$ cat src/uas_cell.sv
// One delay cell of the neighbor chain: a register that hands its value on.
// Depends on nothing.
module uas_cell #(parameter int W = 32) (
	input  logic clk,
	input  logic en,
	input  logic signed [W-1:0] d,
	output logic signed [W-1:0] q
);
	logic signed [W-1:0] v_q;
	always_ff @(posedge clk) begin
		if (en) v_q <= d;
	end
	assign q = v_q;
endmodule

$ cat config.mk
export PLATFORM = sky130hd
export DESIGN_NAME = uas_cell
export DESIGN_NICKNAME = d
export VERILOG_FILES = /design/src/uas_cell.sv
export SDC_FILE = /design/constraint.sdc
export NUM_CORES = 1
export LEC_CHECK = 0
export BUFFER_PORTS_ARGS = -buffer_cell sky130_fd_sc_hd__buf_2
export CORE_MARGIN = 4
export CORE_UTILIZATION = 39
export DETAILED_ROUTE_END_ITERATION = 6
export GPL_TIMING_DRIVEN = 0
export PLACE_DENSITY = 0.86
export RECOVER_POWER = 50
export SYNTH_ARGS = -nofsm -noshare
export SYNTH_HDL_FRONTEND = slang
export SYNTH_SLANG_ARGS = --single-unit
$ cat constraint.sdc
create_clock -name clk -period 0.8 [get_ports clk]
set_input_delay 0.04 -clock clk [delete_from_list [all_inputs] [get_ports clk]]
set_output_delay 0.04 -clock clk [all_outputs]
set_load 0.02 [all_outputs]
==> reports/results.ini, run 1 <==
[status]
status = complete, but fails checks
violations = negative setup slack

[sta]
slew_violations = 0
fmax_mhz = 1060
slew_headroom_pct = 53.6
hold_violations = 0
worst_pin_slew_ns = 0.696
hold_slack_ns = 0.301
fin_crit_sh_pct = 118
setup_viol = 32
setup_slack_ns = -0.141
rsz0062_at_grt = true
setup_tns_ns = -3.38
finalWorstPathRequiredPeriod_ns = 0.941

[critical_path]
crit_chain = buf_6
critPathMaxStageDelay_ns = 0.43
crit_type = flip-flop to primary output
crit_cells = 1
path_delay_family = flip-flops
cp.arrival_ns = 0.90
endpoint = q[7]
endpoint_kind = primary output
start_kind = flip-flop
path_buf_inv = 1
cp.required_ns = 0.76
crit_path_start = q[7]
critPathSlowestCell = edfxtp_1
cp_max_fo = 1

[run]
maxCapViolations = 0

[detailed_routing]
firstDrtPassIters = 4
vias_per_cell = 4.39
vias = 725
drt_iter0_drc = 15
wirelength_mm = 2.86
ant_nets = 0
drc = 0
routedWlPerCell_um = 17.3

[grt]
grt_overflow_total = 0
antenna_found_initial = 0
grt_pass1_vias = 787
grt_pass1_wl_mm = 3.97
grt_max_degree = 33
grt_usage_pct = 17.3

[synthesis]
syn_inst = 32
synth_seq_area_share_pct = 100
yosys_warnings = 0
ys_ff_latch = 32
synth_area_sq_um = 961
synthTopCellsByArea = edfxtp_1 100%
post_synth_num_cell_types = 1
synth_top_area_share_pct = 100
synth_top_cell_by_area = edfxtp_1
synthesis.nets = 66
avgSynthCellArea_sq_um = 30.0

[cells_and_area]
syn2layout_area_growth_pct = 90.0
layout-drive-gt1-share_pct = 50.4
multi_input_cells = 0
antenna_cells = 0
fin_util_pct = 80.2
multi_input_area_sq_um = 0
layout_common_cells = 41 x buf_2, 32 x dlygate4sd3_1, 32 x edfxtp_1, 21 x buf_6, 5 x clkbuf_4
design_area_sq_mm = 0.00183
nFillCells = 119
final_cell_count_no_fill = 165
num-nets-final = 170
layout_commonest_cell = buf_2
largest_reg_flops = 32

[pwr]
cellLeakagePower_nw = 0.768
power.total_mw = 3.56
powerDensity_mw_per_mm2 = 1950
ir_drop_mv = 1.67

[placement]
placed_cells = 125
post-place-ws_ns = -0.168
gp_congestion = 0.662
dpl_cell_area_sq_mm = 0.00132
io_buffers = 65

[min_path]
min_path_type = input port to flip-flop

[die]
die_h_um = 57.6
die_x_um = 57.6
core_area_sq_mm = 0.00228
ios = 66
dieArea_sq_mm = 0.00332
initial_utilization_pct = 42.2
rows = 17

[clock_network]
clk_path_buf_depth = 2
cts.reportedPaths.clkPinSlew_ns = 0.10
cts_tree = built
clock-root-buffer = clkbuf_4
h-tree-depth = 2
cts_setup_buffers = 0
cts_sinks = 32
cts_buffers = 5

==> cells by family after synthesis <==
family / count (synthesis) / share of synthesized area [%]
DFF: 32 / 100
==> power breakdown <==
| group | internal (mW) | leakage, nW | switching (mW) | total [mW] |
|---|---|---|---|---|
| combinational | 0.337 | 0.429 | 0.297 | 0.634 |
| clock | 0.334 | 0.0259 | 0.540 | 0.875 |
| sequential | 1.99 | 0.313 | 0.0556 | 2.05 |
==> layer usage <==
layer | share of wire, % | global-route usage (%) | up-vias
met1 | 36 | 19.4 | 339
met4 | 1.9 | 8.94 | 0
met2 | 51 | 27.6 | 43
li1 | - | - | 339
met3 | 10 | 7.80 | 4
met5 | 0 | 0 | -
==> synth_stat cells <==
library cell and number:
edfxtp_1 32
==> final cells by class <==
type                  instances  area (sq um)  share of cell area, %
Clock buffer                  6          41.3                   2.26
Timing Repair Buffer         97           777                   42.6
Sequential cell              32           961                   52.6
Tap cell                     28          35.0                   1.92
Clock inverter                2          11.3                  0.617
==> timing repair <==
item	in CTS	in global routing
pin swaps	0	0
hold buffers	32	0
setup endpoints to repair	32	32
hold endpoints to repair	32	0
gates resized for setup	18	26
==> how the worst min path moves through the flow <==
stage	from	to	slack, ns	cells after the start
4_1_cts	en	q[7]	0.29	1
3_5_place_dp	d[1]	q[1]	0.22	1
3_3_place_gp	d[18]	q[18]	0.22	1
6_report	en	q[15]	0.30	1
5_1_grt	en	q[1]	0.31	1
2_1_floorplan	d[0]	q[0]	0.14	0
Power figures use the tool's default switching activity.
==> inputs of run 2 (changes only) <==
- GPL_TIMING_DRIVEN: 0 -> 1
==> run 2 against run 1 <==
The run still ends with negative setup slack left. Design area up 2.6%. Worst setup slack got worse by 0.036 ns. Clock power is 38% higher. Hold slack improved by 0.030 ns. Clock-buffer cell count fell by 1. Global-route usage rose by 2.6 points. Largest power group unchanged. Highest routed layer unchanged.
==> reports/results.ini, run 2 (synthesized netlist as in run 1, its figures left out) <==
[status]
status = complete, but fails checks
violations = negative setup slack

[grt]
grt_overflow_total = 0  ; unchanged
grt_pass1_vias = 814  ; +3.4%
antenna_found_initial = 0  ; unchanged
grt_pass1_wl_mm = 4.37  ; +10%
grt_max_degree = 19  ; -42%
grt_usage_pct = 19.8  ; +2.6 points

[cells_and_area]
multi_input_cells = 0  ; unchanged
layout-drive-gt1-share_pct = 52.5  ; +2.2 points
syn2layout_area_growth_pct = 94.9
largest_reg_flops = 32  ; unchanged
fin_util_pct = 82.3  ; +2.1 points
design_area_sq_mm = 0.00187  ; +2.6%
final_cell_count_no_fill = 167  ; +1.2%
layout_commonest_cell = buf_2
antenna_cells = 0  ; unchanged
num-nets-final = 172  ; +1.2%
multi_input_area_sq_um = 0  ; unchanged
layout_common_cells = 41 x buf_2, 32 x dlygate4sd3_1, 32 x edfxtp_1, 23 x buf_6, 5 x clkbuf_4

[clock_network]
clock-root-buffer = clkbuf_4
cts.reportedPaths.clkPinSlew_ns = 0.11  ; about the same
cts_tree = built
cts_buffers = 5  ; unchanged
clk_path_buf_depth = 2  ; unchanged
cts_sinks = 32  ; unchanged
h-tree-depth = 2  ; unchanged

[detailed_routing]
drt_iter0_drc = 19  ; +4
ant_nets = 0  ; unchanged
wirelength_mm = 3.22  ; +13%
vias = 733  ; +1.1%
firstDrtPassIters = 4  ; unchanged
vias_per_cell = 4.39  ; -0.11%
routedWlPerCell_um = 19.3  ; +11%
drc = 0  ; unchanged

[sta]
slew_headroom_pct = 51.0  ; -2.6 points
setup_viol = 32  ; unchanged
setup_slack_ns = -0.177  ; -0.0363 ns
slew_violations = 0  ; unchanged
hold_violations = 0  ; unchanged
fin_crit_sh_pct = 122  ; +4.5 points
fmax_mhz = 1020  ; -3.7%
rsz0062_at_grt = true
worst_pin_slew_ns = 0.736  ; +0.0393 ns
finalWorstPathRequiredPeriod_ns = 0.977  ; +0.0363 ns

[die]
ios = 66  ; unchanged
dieArea_sq_mm = 0.00332  ; unchanged
initial_utilization_pct = 42.2  ; unchanged
die_h_um = 57.6  ; unchanged
rows = 17  ; unchanged
die_x_um = 57.6  ; unchanged
core_area_sq_mm = 0.00228  ; unchanged

[critical_path]
path_delay_family = flip-flops
critPathMaxStageDelay_ns = 0.45  ; +0.02 ns
crit_type = flip-flop to primary output
cp.arrival_ns = 0.94  ; +0.04 ns
crit_chain = buf_6
critPathSlowestCell = edfxtp_1
crit_path_start = q[31]
path_buf_inv = 1  ; unchanged
cp.required_ns = 0.76  ; about the same
endpoint_kind = primary output
start_kind = flip-flop
crit_cells = 1  ; unchanged
cp_max_fo = 1  ; unchanged
endpoint = q[31]

[min_path]
min_path_type = input port to flip-flop

[placement]
placed_cells = 127  ; +1.6%
gp_congestion = 0.659  ; -0.56%
io_buffers = 65  ; unchanged
dpl_cell_area_sq_mm = 0.00136  ; +3.0%

[pwr]
cellLeakagePower_nw = 0.795  ; +3.5%
ir_drop_mv = 2.20  ; +32%
powerDensity_mw_per_mm2 = 2090  ; +7.4%

[run]
maxCapViolations = 0  ; unchanged

==> run 2: cell count changes in the layout (fill, tap and decap cells not counted), sizes merged <==
cell    delta
buf        +2
bufinv     +1
clkbuf     -1
==> run 2: layout make-up <==
| class | count | area, sq um |
|---|---|---|
| Sequential cell | 32 | 961 |
| Timing Repair Buffer | 99 | 797 |
| Fill cell | 110 | 403 |
| Clock inverter | 3 | 42.5 |
| Clock buffer | 5 | 37.5 |
| Tap cell | 28 | 35.0 |
==> run 2: through the flow <==
step | hold WS, ns | setup slack [ns] | TNS, ns | total power, mW
6_report | 0.330 | -0.177 | -3.86 | 3.92
5_1_grt | 0.328 | -0.232 | -5.90 | 4.11
4_1_cts | 0.105 | -0.175 | -4.02 | 3.88
3_5_place_dp | 0.218 | 0.157 | 0 | 2.49
3_3_place_gp | 0.216 | 0.167 | 0 | 2.47
2_1_floorplan | 0.139 | 0.311 | 0 | 2.24
==> run 2: what timing repair did <==
action	in CTS	in global routing
pin swaps	0	0
gates resized for setup	30	16
buffers inserted	0	0
hold buffers	32	0
hold endpoints to repair	32	0
cloned	0	0
setup endpoints to repair	32	32
==> run 2: how the worst min path moves through the flow <==
stage | startpoint | cells past startpoint | slack, ns | to
2_1_floorplan | d[0] | 0 | 0.14 | q[0]
3_3_place_gp | d[4] | 1 | 0.22 | q[4]
3_5_place_dp | d[26] | 1 | 0.22 | q[26]
4_1_cts | en | 2 | 0.10 | q[7]
5_1_grt | en | 2 | 0.33 | q[5]
6_report | en | 2 | 0.33 | q[16]
==> run 2: report_power, final <==
part	switching [mW]	internal [mW]	total [mW]
clock network	0.558	0.651	1.21
logic	0.308	0.347	0.655
registers	0.0635	1.99	2.06
==> run 2: metal layers <==
metal  wire length (um)  vias to the layer above  GRT usage (%)
li1                   -                      340              -
met1               1240                      334           23.0
met4                 41                        0           9.93
met2               1590                       55           29.4
met3                341                        4           11.4
met5                  0                        -              0
==> inputs of run 3 (changes only) <==
- TNS_END_PERCENT: unset -> 50
==> run 3 against run 2 <==
The flow still finishes with violations (negative setup slack). Flip-flop and latch count stayed put. Hold slack improved by 0.033 ns. Design area shrank 1.7%. Critical path type unchanged.
==> reports/results.ini, run 3 (synthesized netlist as in run 1, its figures left out) <==
[status]
status = complete, but fails checks
violations = negative setup slack

[grt]
grt_overflow_total = 0  ; unchanged
grt_pass1_wl_mm = 4.50  ; +2.8%
grt_pass1_vias = 835  ; +2.6%
antenna_found_initial = 0  ; unchanged
grt_usage_pct = 20.0  ; +0.13 points
grt_max_degree = 19  ; unchanged

[pwr]
powerDensity_mw_per_mm2 = 2120  ; +1.1%
switching_share_pct = 23.9  ; +0.19 points
p_seq_share_pct = 52.6  ; about the same
clockPowerShare_pct = 31.2  ; +0.4 points
power_frac_comb_pct = 16.1  ; -0.6 points
p_int_mw = 2.97  ; -0.79%
ir_drop_mv = 1.97  ; -10%
power_switching_mw = 0.932  ; +0.26%
cellLeakagePower_nw = 0.784  ; -1.3%

[critical_path]
cp.required_ns = 0.76  ; about the same
start_kind = flip-flop
endpoint_kind = primary output
path_buf_inv = 1  ; unchanged
critPathSlowestCell = edfxtp_1
crit_type = flip-flop to primary output
cp.arrival_ns = 0.93  ; about the same
path_delay_family = flip-flops
cp_max_fo = 1  ; unchanged
critPathMaxStageDelay_ns = 0.44  ; about the same
crit_chain = buf_6

[clock_network]
cts_sinks = 32  ; unchanged
h-tree-depth = 2  ; unchanged
cts_setup_buffers = 0  ; unchanged
clock-root-buffer = clkbuf_4
cts_buffers = 5  ; unchanged
clk_path_buf_depth = 2  ; unchanged
cts.reportedPaths.clkPinSlew_ns = 0.11  ; about the same
cts_tree = built

[placement]
dpl_cell_area_sq_mm = 0.00136  ; unchanged
placed_cells = 127  ; unchanged
io_buffers = 65  ; unchanged
gp_congestion = 0.659  ; unchanged
post-place-ws_ns = 0.157  ; unchanged

[cells_and_area]
multi_input_area_sq_um = 0  ; unchanged
multi_input_cells = 0  ; unchanged
syn2layout_area_growth_pct = 91.7
largest_reg_flops = 32  ; unchanged
layout-drive-gt1-share_pct = 52.5  ; unchanged
final_cell_count_no_fill = 167  ; unchanged
layout_common_cells = 46 x buf_2, 32 x dlygate4sd3_1, 32 x edfxtp_1, 18 x buf_6, 5 x clkbuf_4
layout_commonest_cell = buf_2
design_area_sq_mm = 0.00184  ; -1.7%
num-nets-final = 172  ; unchanged
antenna_cells = 0  ; unchanged
fin_util_pct = 80.9  ; -1.4 points

[min_path]
min_path_type = input port to flip-flop

[die]
rows = 17  ; unchanged
die_x_um = 57.6  ; unchanged
initial_utilization_pct = 42.2  ; unchanged
core_area_sq_mm = 0.00228  ; unchanged
die_h_um = 57.6  ; unchanged
ios = 66  ; unchanged
dieArea_sq_mm = 0.00332  ; unchanged

[sta]
slew_headroom_pct = 52.1  ; +1.2 points
slew_violations = 0  ; unchanged
setup_viol = 32  ; unchanged
rsz0062_at_grt = true
fmax_mhz = 1030  ; +0.50%
finalWorstPathRequiredPeriod_ns = 0.972  ; -0.00486 ns
fin_crit_sh_pct = 122  ; -0.61 points
worst_pin_slew_ns = 0.718  ; -0.0177 ns
hold_violations = 0  ; unchanged
setup_slack_ns = -0.172  ; +0.00486 ns

[detailed_routing]
vias_per_cell = 4.53  ; +3.3%
drc = 0  ; unchanged
routedWlPerCell_um = 18.9  ; -2.0%
ant_nets = 0  ; unchanged
firstDrtPassIters = 4  ; unchanged
drt_iter0_drc = 19  ; unchanged
wirelength_mm = 3.16  ; -2.0%
vias = 757  ; +3.3%

[run]
maxCapViolations = 0  ; unchanged

==> run 3: cell types whose count changed in the layout (fill, tap and decap cells not counted), sizes merged <==
| cell | change |
|---|---|
| buf | -1 |
| clkbuf | +1 |
==> run 3: path summary, 6_finish.rpt <==
kind	start	endpoint	depth (start not counted)
max	q[14]	q[14]	1
min	en	q[24]	2
==> run 3: timing repair <==
action,CTS,global route
endpoints found under the setup margin,32,32
hold buffers,32,0
gates resized for setup,26,10
endpoints found under the hold margin,32,0
==> run 3: layout make-up <==
| class | count | area [sq um] |
|---|---|---|
| Sequential cell | 32 | 961 |
| Timing Repair Buffer | 99 | 766 |
| Fill cell | 107 | 434 |
| Clock inverter | 3 | 42.5 |
| Clock buffer | 5 | 37.5 |
| Tap cell | 28 | 35.0 |
==> run 3: layer usage <==
layer	track usage (%)	routed length, um
met5	0	0
met2	30.6	1550
met4	12.3	63
met3	7.57	306
met1	23.7	1240
==> run 3: per-stage QoR <==
step	power (mW)	hold WS, ns	TNS, ns
after floorplan	2.24	0.139	0
after detailed placement	2.49	0.218	0
after global placement	2.47	0.216	0
after CTS	3.87	0.105	-4.02
after global routing	4.12	0.355	-6.35
final	3.90	0.363	-3.93
==> run 3: power by group through the flow <==
| stage | logic [mW] | clock network (mW) | registers, mW |
|---|---|---|---|
| 2_1_floorplan | 0 | 0 | 2.24 |
| 3_3_place_gp | 0.422 | 0 | 2.05 |
| 3_5_place_dp | 0.433 | 0 | 2.06 |
| 4_1_cts | 0.612 | 1.22 | 2.04 |
| 5_1_grt | 0.658 | 1.39 | 2.06 |
| 6_report | 0.629 | 1.22 | 2.05 |
